--- config.mk ---
export PLATFORM = sky130hd
export DESIGN_NAME = pbm_p4_bitmap_decoder_flat
export DESIGN_NICKNAME = d
export VERILOG_FILES = /design/src/rtl/core/pbm_pkg.sv /design/src/rtl/core/pbm_ifs.sv /design/src/rtl/core/pbm_parser.sv /design/src/rtl/core/pbm_res_fifo.sv /design/src/rtl/core/pbm_p4_bitmap_decoder.sv /design/src/flat_wrapper.sv
export SDC_FILE = /design/constraint.sdc
export NUM_CORES = 2
export LEC_CHECK = 0
export ABC_AREA = 0
export BUFFER_PORTS_ARGS = -buffer_cell sky130_fd_sc_hd__buf_2
export CAP_MARGIN = 10
export CORE_MARGIN = 10
export CORE_UTILIZATION = 69
export DETAILED_ROUTE_END_ITERATION = 12
export PLACE_DENSITY = 0.87
export SYNTH_ARGS = -nofsm -noshare
export SYNTH_HDL_FRONTEND = slang
export SYNTH_SLANG_ARGS = --single-unit
export TNS_END_PERCENT = 20
--- constraint.sdc ---
create_clock -name clk -period 24.8 [get_ports clk]
set_input_delay 4.96 -clock clk [delete_from_list [all_inputs] [get_ports clk]]
set_output_delay 4.96 -clock clk [all_outputs]
set_load 0.005 [all_outputs]
--- src/rtl/core/pbm_pkg.sv ---
`timescale 1ns / 1ps
`default_nettype none

package pbm_pkg;

	// Field widths
	localparam int unsigned BYTE_W   = 8;
	localparam int unsigned ORIGIN_W = 13;
	localparam int unsigned DIM_W    = 13;
	localparam int unsigned POS_W    = 15;
	localparam int unsigned STATUS_W = 2;

	// Configuration register indexes
	localparam int unsigned CFG_IDX_W = 1;
	localparam logic [CFG_IDX_W-1:0] REG_ORIGIN_X = 1'b0;
	localparam logic [CFG_IDX_W-1:0] REG_ORIGIN_Y = 1'b1;

	// Final status codes
	localparam logic [STATUS_W-1:0] ST_OK        = 2'd0;
	localparam logic [STATUS_W-1:0] ST_BAD_MAGIC = 2'd1;
	localparam logic [STATUS_W-1:0] ST_BAD_SIZE  = 2'd2;
	localparam logic [STATUS_W-1:0] ST_SHORT     = 2'd3;

	// Result kinds
	localparam logic KIND_PIXEL  = 1'b0;
	localparam logic KIND_STATUS = 1'b1;

	// Result queue depth
	localparam int unsigned RES_DEPTH = 8;
	localparam int unsigned RES_AW    = $clog2(RES_DEPTH);

	typedef struct packed {
		logic                       kind;
		logic signed [POS_W-1:0]    pixel_x;
		logic signed [POS_W-1:0]    pixel_y;
		logic [BYTE_W-1:0]          pixel_mask;
		logic [STATUS_W-1:0]        status;
		logic                       last;
	} pbm_result_t;

	// Results of one byte: up to two, first in r0
	typedef struct packed {
		logic [1:0]  n;
		pbm_result_t r0;
		pbm_result_t r1;
	} pbm_push_t;

endpackage

`default_nettype wire

--- src/rtl/core/pbm_ifs.sv ---
`timescale 1ns / 1ps
`default_nettype none

interface pbm_in_if;
	logic       valid;
	logic       ready;
	logic [7:0] data_byte;
	logic       end_of_file;

	modport source (output valid, output data_byte, output end_of_file, input ready);
	modport sink (input valid, input data_byte, input end_of_file, output ready);
endinterface

interface pbm_out_if;
	logic               valid;
	logic               ready;
	logic               kind;
	logic signed [14:0] pixel_x;
	logic signed [14:0] pixel_y;
	logic [7:0]         pixel_mask;
	logic [1:0]         status;
	logic               last;

	modport source (output valid, output kind, output pixel_x, output pixel_y,
		output pixel_mask, output status, output last, input ready);
	modport sink (input valid, input kind, input pixel_x, input pixel_y,
		input pixel_mask, input status, input last, output ready);
endinterface

`default_nettype wire

--- src/rtl/core/pbm_parser.sv ---
`timescale 1ns / 1ps
`default_nettype none

module pbm_parser #(
	parameter int unsigned BUFFER_BYTES    = 1024,
	parameter int unsigned SIZE_LINE_CHARS = 31
) (
	input  wire logic                                clk,
	input  wire logic                                arst_n,
	input  wire logic                                in_fire,
	input  wire logic [pbm_pkg::BYTE_W-1:0]          in_byte,
	input  wire logic                                in_eof,
	input  wire logic signed [pbm_pkg::ORIGIN_W-1:0] origin_x,
	input  wire logic signed [pbm_pkg::ORIGIN_W-1:0] origin_y,
	output pbm_pkg::pbm_push_t                       push
);
	import pbm_pkg::*;

	localparam int unsigned CNT_W = $clog2(BUFFER_BYTES + 1);
	localparam int unsigned SLC_W = $clog2(SIZE_LINE_CHARS + 1);
	localparam int unsigned CMP_W = 32;
	localparam int unsigned PROD_W = 2 * DIM_W;

	localparam logic [CNT_W-1:0] CNT_CAP  = CNT_W'(BUFFER_BYTES);
	localparam logic [SLC_W-1:0] SLC_LAST = SLC_W'(SIZE_LINE_CHARS);
	localparam logic [DIM_W-1:0] DIM_MAX  = {DIM_W{1'b1}};

	// Parse phase codes
	localparam logic [3:0] PH_MAGIC1  = 4'd0;
	localparam logic [3:0] PH_MAGIC2  = 4'd1;
	localparam logic [3:0] PH_SKIP    = 4'd2;
	localparam logic [3:0] PH_COMMENT = 4'd3;
	localparam logic [3:0] PH_WDIG    = 4'd4;
	localparam logic [3:0] PH_WREST   = 4'd5;
	localparam logic [3:0] PH_GAP     = 4'd6;
	localparam logic [3:0] PH_HDIG    = 4'd7;
	localparam logic [3:0] PH_HREST   = 4'd8;
	localparam logic [3:0] PH_NOH     = 4'd9;
	localparam logic [3:0] PH_DATA    = 4'd10;
	localparam logic [3:0] PH_ERR     = 4'd11;

	localparam logic [BYTE_W-1:0] CH_P     = 8'h50;
	localparam logic [BYTE_W-1:0] CH_4     = 8'h34;
	localparam logic [BYTE_W-1:0] CH_HASH  = 8'h23;
	localparam logic [BYTE_W-1:0] CH_LF    = 8'h0A;
	localparam logic [BYTE_W-1:0] CH_SPACE = 8'h20;
	localparam logic [BYTE_W-1:0] CH_TAB   = 8'h09;
	localparam logic [BYTE_W-1:0] CH_VT    = 8'h0B;
	localparam logic [BYTE_W-1:0] CH_FF    = 8'h0C;
	localparam logic [BYTE_W-1:0] CH_CR    = 8'h0D;
	localparam logic [BYTE_W-1:0] CH_NUL   = 8'h00;
	localparam logic [BYTE_W-1:0] CH_0     = 8'h30;
	localparam logic [BYTE_W-1:0] CH_9     = 8'h39;

	function automatic logic [DIM_W-1:0] acc_digit(input logic [DIM_W-1:0] v,
		input logic [3:0] d);
		logic [DIM_W+3:0] n;
		n = ({4'b0, v} << 3) + ({4'b0, v} << 1) + {{DIM_W{1'b0}}, d};
		return (n > {4'b0, DIM_MAX}) ? DIM_MAX : n[DIM_W-1:0];
	endfunction

	function automatic logic missing_h(input logic [3:0] ph);
		return ph == PH_WDIG || ph == PH_WREST || ph == PH_GAP || ph == PH_NOH;
	endfunction

	// Input register
	logic                valid_s1;
	logic [BYTE_W-1:0]   byte_s1;
	logic                eof_s1;

	// Per-file state
	logic [3:0]          ph_q, ph_d;
	logic [DIM_W-1:0]    w_q, w_d, h_q, h_d;
	logic [SLC_W-1:0]    slc_q, slc_d;
	logic [CNT_W-1:0]    cnt_q, cnt_d;
	logic [DIM_W-1:0]    row_q, row_d;
	logic [9:0]          col_q, col_d;
	logic [STATUS_W-1:0] err_q, err_d;
	logic [PROD_W-1:0]   prod_q;

	logic                is_space, is_digit, size_go, pix, short_data, small_ge8;
	logic [3:0]          sp, sp_n, digit;
	logic [SLC_W-1:0]    slc_n;
	logic [10:0]         per_row, col_inc;
	logic [DIM_W-1:0]    col_px, rem;
	logic [5:0]          small_prod;
	logic [BYTE_W-1:0]   mask;
	logic [STATUS_W-1:0] fin_status;
	pbm_result_t         pix_res, stat_res;

	always_ff @(posedge clk or negedge arst_n) begin
		if (!arst_n) begin
			valid_s1 <= 1'b0;
		end else begin
			valid_s1 <= in_fire;
		end
	end

	always_ff @(posedge clk) begin
		if (in_fire) begin
			byte_s1 <= in_byte;
			eof_s1  <= in_eof;
		end
		prod_q <= PROD_W'(w_d) * PROD_W'(h_d);
	end

	assign is_space = byte_s1 == CH_SPACE || byte_s1 == CH_TAB || byte_s1 == CH_LF ||
		byte_s1 == CH_VT || byte_s1 == CH_FF || byte_s1 == CH_CR;
	assign is_digit = byte_s1 >= CH_0 && byte_s1 <= CH_9;
	assign digit    = byte_s1[3:0];

	assign per_row = 11'((14'({1'b0, w_q}) + 14'd7) >> 3);
	assign col_inc = {1'b0, col_q} + 11'd1;
	assign col_px  = {col_q, 3'b000};
	assign rem     = w_q - col_px;
	assign mask    = (rem >= DIM_W'(8)) ? byte_s1 : (byte_s1 & ~(8'hFF >> rem[2:0]));

	always_comb begin
		ph_d    = ph_q;
		w_d     = w_q;
		h_d     = h_q;
		slc_d   = slc_q;
		cnt_d   = cnt_q;
		row_d   = row_q;
		col_d   = col_q;
		err_d   = err_q;
		pix     = 1'b0;
		size_go = 1'b0;
		sp      = ph_q;
		sp_n    = ph_q;
		slc_n   = slc_q + 1'b1;
		if (valid_s1) begin
			unique case (ph_q)
				PH_MAGIC1: begin
					if (byte_s1 == CH_P) begin
						ph_d = PH_MAGIC2;
					end else begin
						ph_d  = PH_ERR;
						err_d = ST_BAD_MAGIC;
					end
				end
				PH_MAGIC2: begin
					if (byte_s1 == CH_4) begin
						ph_d = PH_SKIP;
					end else begin
						ph_d  = PH_ERR;
						err_d = ST_BAD_MAGIC;
					end
				end
				PH_SKIP: begin
					if (byte_s1 == CH_HASH) begin
						ph_d = PH_COMMENT;
					end else if (!is_space) begin
						size_go = 1'b1;
						sp      = PH_WDIG;
						slc_n   = SLC_W'(1);
					end
				end
				PH_COMMENT: begin
					if (byte_s1 == CH_LF) begin
						ph_d = PH_SKIP;
					end
				end
				PH_WDIG, PH_WREST, PH_GAP, PH_HDIG, PH_HREST, PH_NOH: begin
					size_go = 1'b1;
				end
				PH_DATA: begin
					if (cnt_q < CNT_CAP) begin
						cnt_d = cnt_q + 1'b1;
						if (per_row != 11'd0 && row_q < h_q) begin
							pix = 1'b1;
							if (col_inc >= per_row) begin
								col_d = '0;
								row_d = row_q + 1'b1;
							end else begin
								col_d = col_inc[9:0];
							end
						end
					end
				end
				default: ;
			endcase

			if (size_go) begin
				sp_n  = sp;
				slc_d = slc_n;
				unique case (sp)
					PH_WDIG: begin
						if (byte_s1 == CH_NUL) sp_n = PH_NOH;
						else if (byte_s1 == CH_SPACE) sp_n = PH_GAP;
						else if (is_digit) w_d = acc_digit(w_q, digit);
						else sp_n = PH_WREST;
					end
					PH_WREST: begin
						if (byte_s1 == CH_NUL) sp_n = PH_NOH;
						else if (byte_s1 == CH_SPACE) sp_n = PH_GAP;
					end
					PH_GAP: begin
						if (byte_s1 == CH_NUL) begin
							sp_n = PH_NOH;
						end else if (is_digit) begin
							h_d  = {{(DIM_W-4){1'b0}}, digit};
							sp_n = PH_HDIG;
						end else if (byte_s1 != CH_SPACE) begin
							sp_n = PH_HREST;
						end
					end
					PH_HDIG: begin
						if (is_digit) h_d = acc_digit(h_q, digit);
						else sp_n = PH_HREST;
					end
					default: ;
				endcase
				// Close the size line on newline or when it is full
				if (byte_s1 == CH_LF || slc_n >= SLC_LAST) begin
					if (missing_h(sp_n)) begin
						ph_d  = PH_ERR;
						err_d = ST_BAD_SIZE;
					end else begin
						ph_d = PH_DATA;
					end
				end else begin
					ph_d = sp_n;
				end
			end
		end
	end

	// Before the data phase no byte is stored, so short means w*h >= 8
	assign small_prod = {3'b0, w_d[2:0]} * {3'b0, h_d[2:0]};
	assign small_ge8  = w_d != '0 && h_d != '0 &&
		(w_d >= DIM_W'(8) || h_d >= DIM_W'(8) || small_prod >= 6'd8);

	always_comb begin
		if (ph_q == PH_DATA) begin
			short_data = CMP_W'(cnt_d) < CMP_W'(prod_q[PROD_W-1:3]);
		end else begin
			short_data = small_ge8;
		end
		priority if (ph_d == PH_MAGIC1 || ph_d == PH_MAGIC2) begin
			fin_status = ST_BAD_MAGIC;
		end else if (ph_d == PH_SKIP || ph_d == PH_COMMENT) begin
			fin_status = ST_BAD_SIZE;
		end else if (ph_d == PH_ERR) begin
			fin_status = err_d;
		end else if (missing_h(ph_d)) begin
			fin_status = ST_BAD_SIZE;
		end else if (short_data) begin
			fin_status = ST_SHORT;
		end else begin
			fin_status = ST_OK;
		end
	end

	always_comb begin
		pix_res.kind       = KIND_PIXEL;
		pix_res.pixel_x    = POS_W'(origin_x) + $signed({2'b00, col_px});
		pix_res.pixel_y    = POS_W'(origin_y) + $signed({2'b00, row_q});
		pix_res.pixel_mask = mask;
		pix_res.status     = ST_OK;
		pix_res.last       = 1'b0;

		stat_res.kind       = KIND_STATUS;
		stat_res.pixel_x    = '0;
		stat_res.pixel_y    = '0;
		stat_res.pixel_mask = '0;
		stat_res.status     = fin_status;
		stat_res.last       = 1'b1;

		push.n  = {1'b0, pix} + {1'b0, valid_s1 & eof_s1};
		push.r0 = pix ? pix_res : stat_res;
		push.r1 = stat_res;
	end

	always_ff @(posedge clk or negedge arst_n) begin
		if (!arst_n) begin
			ph_q  <= PH_MAGIC1;
			w_q   <= '0;
			h_q   <= '0;
			slc_q <= '0;
			cnt_q <= '0;
			row_q <= '0;
			col_q <= '0;
			err_q <= ST_OK;
		end else if (valid_s1 && eof_s1) begin
			// Drop all per-file state: the next byte opens a new file
			ph_q  <= PH_MAGIC1;
			w_q   <= '0;
			h_q   <= '0;
			slc_q <= '0;
			cnt_q <= '0;
			row_q <= '0;
			col_q <= '0;
			err_q <= ST_OK;
		end else begin
			ph_q  <= ph_d;
			w_q   <= w_d;
			h_q   <= h_d;
			slc_q <= slc_d;
			cnt_q <= cnt_d;
			row_q <= row_d;
			col_q <= col_d;
			err_q <= err_d;
		end
	end

endmodule

`default_nettype wire

--- src/rtl/core/pbm_res_fifo.sv ---
`timescale 1ns / 1ps
`default_nettype none

module pbm_res_fifo (
	input  wire logic                     clk,
	input  wire logic                     arst_n,
	input  wire pbm_pkg::pbm_push_t       push,
	input  wire logic                     pop,
	output pbm_pkg::pbm_result_t          head,
	output logic [pbm_pkg::RES_AW:0]      count
);
	import pbm_pkg::*;

	pbm_result_t       mem_q [RES_DEPTH];
	logic [RES_AW-1:0] wr_ptr_q, rd_ptr_q, wr_ptr_p1;
	logic [RES_AW:0]   count_q;

	assign wr_ptr_p1 = wr_ptr_q + 1'b1;
	assign head      = mem_q[rd_ptr_q];
	assign count     = count_q;

	always_ff @(posedge clk) begin
		if (push.n != 2'd0) mem_q[wr_ptr_q] <= push.r0;
		if (push.n == 2'd2) mem_q[wr_ptr_p1] <= push.r1;
	end

	always_ff @(posedge clk or negedge arst_n) begin
		if (!arst_n) begin
			wr_ptr_q <= '0;
			rd_ptr_q <= '0;
			count_q  <= '0;
		end else begin
			wr_ptr_q <= wr_ptr_q + RES_AW'(push.n);
			if (pop) rd_ptr_q <= rd_ptr_q + 1'b1;
			count_q <= count_q + (RES_AW+1)'(push.n) - (RES_AW+1)'(pop);
		end
	end

endmodule

`default_nettype wire

--- src/rtl/core/pbm_p4_bitmap_decoder.sv ---
`timescale 1ns / 1ps
`default_nettype none

// Streaming decoder for binary PBM (P4) images. Bytes of a file arrive one per
// transfer on in_ch, with end_of_file set on the last one. The decoder checks
// the "P4" magic, skips whitespace and '#' comment lines, reads width and height
// from the size line (saturating at 8191) and then emits one pixel result per
// data byte that fits the buffer capacity and the declared rows: the display
// position of its leftmost pixel (origin_x/origin_y added) and a mask, MSB
// first, with pixels past the image width cleared. The last byte of a file also
// emits a status result with last set; when its status is not zero, discard the
// pixel results of that file. Rate: one byte per clock cycle sustained while
// out_ch takes results. A byte is registered on transfer and decoded in the
// following cycle straight into an eight-entry result queue, from which its
// results go out on out_ch. The queue drains one result per cycle while
// out_ch.ready is high; the last byte of a file may give two results, and
// in_ch.ready drops only when the queue cannot hold the results of the byte in
// flight plus a new one. Write origin_x (index 0) and origin_y (index 1) only
// while the decoder is idle.
module pbm_p4_bitmap_decoder #(
	parameter int unsigned BUFFER_BYTES    = 1024,
	parameter int unsigned SIZE_LINE_CHARS = 31
) (
	input  wire logic                                 clk,
	input  wire logic                                 arst_n,
	input  wire logic                                 cfg_we,
	input  wire logic [pbm_pkg::CFG_IDX_W-1:0]        cfg_index,
	input  wire logic [pbm_pkg::ORIGIN_W-1:0]         cfg_data,
	pbm_in_if.sink                                    in_ch,
	pbm_out_if.source                                 out_ch
);
	import pbm_pkg::*;

	// Room needed: two results for the byte in decode, two for a new transfer
	localparam logic [RES_AW:0] ROOM_LIMIT = (RES_AW+1)'(RES_DEPTH - 2);

	logic signed [ORIGIN_W-1:0] origin_x_q, origin_y_q;
	logic                       in_fire, busy_s1, out_fire;
	logic [RES_AW:0]            q_count;
	pbm_push_t                  push;
	pbm_result_t                head;

	// Configuration registers
	always_ff @(posedge clk or negedge arst_n) begin
		if (!arst_n) begin
			origin_x_q <= '0;
			origin_y_q <= '0;
		end else if (cfg_we) begin
			unique case (cfg_index)
				REG_ORIGIN_X: origin_x_q <= cfg_data;
				REG_ORIGIN_Y: origin_y_q <= cfg_data;
				default: ;
			endcase
		end
	end

	// Track whether a byte sits in the decode register this cycle
	always_ff @(posedge clk or negedge arst_n) begin
		if (!arst_n) begin
			busy_s1 <= 1'b0;
		end else begin
			busy_s1 <= in_fire;
		end
	end

	// Hold ready off only when the queue could overflow
	assign in_ch.ready = (q_count + (busy_s1 ? (RES_AW+1)'(2) : '0)) <= ROOM_LIMIT;
	assign in_fire     = in_ch.valid & in_ch.ready;

	pbm_parser #(
		.BUFFER_BYTES    (BUFFER_BYTES),
		.SIZE_LINE_CHARS (SIZE_LINE_CHARS)
	) u_parser (
		.clk      (clk),
		.arst_n   (arst_n),
		.in_fire  (in_fire),
		.in_byte  (in_ch.data_byte),
		.in_eof   (in_ch.end_of_file),
		.origin_x (origin_x_q),
		.origin_y (origin_y_q),
		.push     (push)
	);

	// Advance the queue on every output transfer
	assign out_fire = out_ch.valid & out_ch.ready;

	pbm_res_fifo u_fifo (
		.clk    (clk),
		.arst_n (arst_n),
		.push   (push),
		.pop    (out_fire),
		.head   (head),
		.count  (q_count)
	);

	assign out_ch.valid      = q_count != '0;
	assign out_ch.kind       = head.kind;
	assign out_ch.pixel_x    = head.pixel_x;
	assign out_ch.pixel_y    = head.pixel_y;
	assign out_ch.pixel_mask = head.pixel_mask;
	assign out_ch.status     = head.status;
	assign out_ch.last       = head.last;

endmodule

`default_nettype wire

--- src/flat_wrapper.sv ---
// flat-port wrapper written by rule: the top's interface ports become plain ports
module pbm_p4_bitmap_decoder_flat import pbm_pkg::*;
#(
	parameter int unsigned BUFFER_BYTES    = 1024,
	parameter int unsigned SIZE_LINE_CHARS = 31
)
  (clk, arst_n, cfg_we, cfg_index, cfg_data, in_ch_valid, in_ch_data_byte, in_ch_end_of_file, in_ch_ready, out_ch_valid, out_ch_kind, out_ch_pixel_x, out_ch_pixel_y, out_ch_pixel_mask, out_ch_status, out_ch_last, out_ch_ready);
  pbm_in_if in_ch_i ();
  pbm_out_if out_ch_i ();
  input  wire logic clk;
  input  wire logic arst_n;
  input  wire logic cfg_we;
  input  wire logic [pbm_pkg::CFG_IDX_W-1:0] cfg_index;
  input  wire logic [pbm_pkg::ORIGIN_W-1:0] cfg_data;
  input wire logic [$bits(in_ch_i.valid)-1:0] in_ch_valid;
  input wire logic [$bits(in_ch_i.data_byte)-1:0] in_ch_data_byte;
  input wire logic [$bits(in_ch_i.end_of_file)-1:0] in_ch_end_of_file;
  output wire logic [$bits(in_ch_i.ready)-1:0] in_ch_ready;
  output wire logic [$bits(out_ch_i.valid)-1:0] out_ch_valid;
  output wire logic [$bits(out_ch_i.kind)-1:0] out_ch_kind;
  output wire logic [$bits(out_ch_i.pixel_x)-1:0] out_ch_pixel_x;
  output wire logic [$bits(out_ch_i.pixel_y)-1:0] out_ch_pixel_y;
  output wire logic [$bits(out_ch_i.pixel_mask)-1:0] out_ch_pixel_mask;
  output wire logic [$bits(out_ch_i.status)-1:0] out_ch_status;
  output wire logic [$bits(out_ch_i.last)-1:0] out_ch_last;
  input wire logic [$bits(out_ch_i.ready)-1:0] out_ch_ready;
  assign in_ch_i.valid = in_ch_valid;
  assign in_ch_i.data_byte = in_ch_data_byte;
  assign in_ch_i.end_of_file = in_ch_end_of_file;
  assign in_ch_ready = in_ch_i.ready;
  assign out_ch_valid = out_ch_i.valid;
  assign out_ch_kind = out_ch_i.kind;
  assign out_ch_pixel_x = out_ch_i.pixel_x;
  assign out_ch_pixel_y = out_ch_i.pixel_y;
  assign out_ch_pixel_mask = out_ch_i.pixel_mask;
  assign out_ch_status = out_ch_i.status;
  assign out_ch_last = out_ch_i.last;
  assign out_ch_i.ready = out_ch_ready;
  pbm_p4_bitmap_decoder #(.BUFFER_BYTES(BUFFER_BYTES), .SIZE_LINE_CHARS(SIZE_LINE_CHARS)) u_core (.clk(clk), .arst_n(arst_n), .cfg_we(cfg_we), .cfg_index(cfg_index), .cfg_data(cfg_data), .in_ch(in_ch_i), .out_ch(out_ch_i));
endmodule
==> flow_metrics.tcl <==
set metrics [dict create \
    outcome "finished clean" \
    synth.ff_latch_count 468 \
    routabilityCongestion 0.9844 \
    min_path_type "flop to flop" \
    drc_violation_total_after_the_first_tritonroute_iteration 2817 \
    postCtsHoldBufs 0 \
    clock_tree_from_tritoncts "done" \
    synth_cells 3140 \
    clock_latency_ps 620 \
    detail_route.wl_per_cell_um 22.38 \
    overflow_left_after_global_routing 0 \
    chipWidth_um 225.2 \
    boundaryPins 72 \
    synth_async_sr_flop_share_pct 23.08 \
    final_max_slew_viol_count 0 \
    post_route_cells_drive_above_1_share_pct 12.00 \
    route.antenna.remaining_nets 0 \
    fin_crit_sh_pct 38.92 \
    timing.clock.skew_ps 37.24 \
    routed_via_density 6.614 \
    crit_required_ps 25320 \
    post-place-cells 3651 \
    core_area_um2 41760 \
    wire_length_of_the_first_global_routing_pass_um 132900 \
    final_common_cell "sky130_fd_sc_hd__nand2_1" \
    fin_tns_setup_ps 0 \
    whs_ps 452.8 \
    path_class "flop to flop" \
    hpwlAfterDp_um 58380 \
    antenna_violations_before_repair 1 \
    powerDensity_nw_per_um2 71.00 \
    timing.critical_path.to_type "flop" \
    num_vias 24740 \
    final_cell_count_no_fill 3740 \
    wl_um 83680 \
    clk_pin_slew_ps 60 \
    start_kind "flop" \
    synthesis.area_per_instance_um2 9.249 \
    synth_edf_count 25 \
    slew-limit-headroom_pct 8.631 \
    depth_of_the_worst_register_to_register_path 31 \
    critical-path-slowest-cell "sky130_fd_sc_hd__fa_1" \
    gr-usage-all-layers_pct 32.94 \
    antenna-diode-count 0 \
    chipHeight_um 225.2 \
    yosysUniqueCellTypes 88 \
    worstHoldPathCells 2 \
    number_of_cts_inserted_buffers 48 \
    post_cts_buffers 0 \
    drv.max_cap_violation_count 0 \
    grt_setup_unrepaired "no" \
    worstMarginPinSlew_ps 1371 \
    synth.yosys.warnings 0 \
    number_of_failing_hold_endpoints_at_the_final_stage 0 \
    grt_start_max_net_pins 65 \
    fp.dieArea_um2 50700 \
    remaining_drc_errors 0 \
    std_cell_rows 75 \
    cp_max_fo 15 \
    post-route-min-period_ps 9651 \
    fmax_mhz 103.6 \
    drt_first_pass_iters 7 \
    cts-root-buf "sky130_fd_sc_hd__clkbuf_16" \
    synth-seq-area-share_pct 34.98 \
    final_cell_mix "sky130_fd_sc_hd__nand2_1 (518), sky130_fd_sc_hd__o21ai_0 (360), sky130_fd_sc_hd__dfxtp_1 (335), sky130_fd_sc_hd__inv_1 (275), sky130_fd_sc_hd__ha_1 (208)" \
    first_global_vias 25520 \
    final_nets 3530 \
    vdd_ir_drop_max_mv 0.06106 \
    postSynthNetCount 3508 \
    cts-htree-levels 2 \
    cp.arrival_ps 10170 \
    syn_area_um2 29040 \
    setup_viol 0 \
    ctsLongestPathBuffers 3 \
    syn_to_final_growth_pct 8.401 \
    buffer_ports.inserted 71 \
    cts-resized-gates 0 \
    ys_dominant_reg_cell "sky130_fd_sc_hd__dfxtp_1" \
    max_incr_delay_on_cp_ps 570 \
    leakagePower_nw 13.67 \
    start_util_pct 69.55 \
    clkSinkCount 468 \
]
## metrics by stage
stage	power [mW]	cell area, µm²	setup WS, ps	util [%]
floorplan	1.299	29040	16040	-
global placement	1.468	29860	15480	71.51
detailed placement	1.484	29860	15320	71.51
CTS	2.218	31480	15250	75.39
global route	2.312	31480	14580	75.39
finish	2.235	31480	15150	75.39
## synth_stat cells, drive strengths merged, types with 25 or more instances
cell | n | area share (%)
fa | 132 | 9.1
a21o | 36 | 0.93
nand2 | 518 | 6.7
nor2 | 194 | 2.5
dfxtp | 335 | 23
xor2 | 39 | 1.2
xnor2 | 55 | 1.7
nor3 | 57 | 0.98
nand3 | 44 | 0.76
nand2b | 30 | 0.65
inv | 275 | 3.6
dfrtp | 108 | 9.3
and2 | 37 | 0.80
mux4 | 82 | 6.4
clkbuf | 119 | 1.5
o21ai | 368 | 6.4
mux2 | 71 | 2.8
a21oi | 78 | 1.3
edfxtp | 25 | 2.6
ha | 208 | 9.0
## area by class of cell
cell class,instances,area [µm²]
Clock inverter,32,357.8
Tap cell,539,674.4
Inverter,278,1044
Fill cell,2720,10280
Multi-Input combinational cell,2259,17350
Timing Repair Buffer,107,628.1
Clock buffer,57,1265
Sequential cell,468,10170
## per-layer routing
metal / GRT usage [%] / routed length (µm) / up-vias
met5: 0 / 9 / -
met4: 20.96 / 5324 / 2
li1: - / - / 10880
met3: 5.595 / 7102 / 419
met1: 37.50 / 29770 / 11970
met2: 56.75 / 41480 / 1472
## critical path, delay by kind of cell (launching register included)
| family | cells | cell delay, ps |
|---|---|---|
| compound gates | 15 | 4570 |
| simple gates | 1 | 140 |
| xor+xnor | 1 | 130 |
| fa+ha+maj | 8 | 3660 |
| buf+inv | 6 | 520 |
| flops | 1 | 530 |
## final timing paths
| path | to | startpoint | slack [ps] |
|---|---|---|---|
| worst max register to register | u_core.u_parser.prod_q[24] | u_core.u_parser.byte_s1[3] | 15150 |
| worst max-delay path | u_core.u_parser.prod_q[24] | u_core.u_parser.byte_s1[3] | 15150 |
| worst min register to register | u_core.u_fifo.mem_q[3][28] | u_core.u_fifo.mem_q[3][28] | 450 |
| min in group asynchronous | u_core.origin_x_q[12] | arst_n | 4450 |
| worst min-delay path | u_core.u_fifo.mem_q[3][28] | u_core.u_fifo.mem_q[3][28] | 450 |
| max in group asynchronous | u_core.u_parser.slc_q[4] | arst_n | 19100 |
## power by group
group	internal [mW]	switching [mW]
Combinational	0.227	0.366
Sequential	0.802	0.0995
Clock	0.413	0.327
## kinds of logic (layout without fill, tap and decap cells)
logic type / Yosys count / count (layout) / synth area share [%]
multiplexers: 158 / 158 / 9.284
AO/OA/AOI/OAI: 674 / 674 / 14.23
flip-flops: 468 / 468 / 34.98
XOR/XNOR: 94 / 94 / 2.835
AND/OR/NAND/NOR: 993 / 993 / 15.25
adder cells (fa/ha/maj): 340 / 340 / 18.06
buffers and inverters: 413 / 474 / 5.364
## sequential cells by signal, indices dropped and copies added, names as in the netlist
register,cells
u_core.u_fifo.rd_ptr_q,3
u_core.u_fifo.mem_q,328
u_core.u_parser.slc_q,5
u_core.u_parser.prod_q,23
u_core.u_parser.ph_q,4
u_core.u_fifo.count,4
u_core.u_fifo.wr_ptr_q,3
u_core.u_parser.byte_s1,8
u_core.u_parser.eof_s1,1
u_core.u_parser.w_q,13
u_core.busy_s1,1
u_core.u_parser.row_q,13
u_core.origin_y_q,13
u_core.u_parser.col_q,10
u_core.u_parser.cnt_q,11
u_core.u_parser.err_q,2
u_core.u_parser.h_q,13
u_core.origin_x_q,13
No activity file was read; power rests on OpenSTA's default activity.
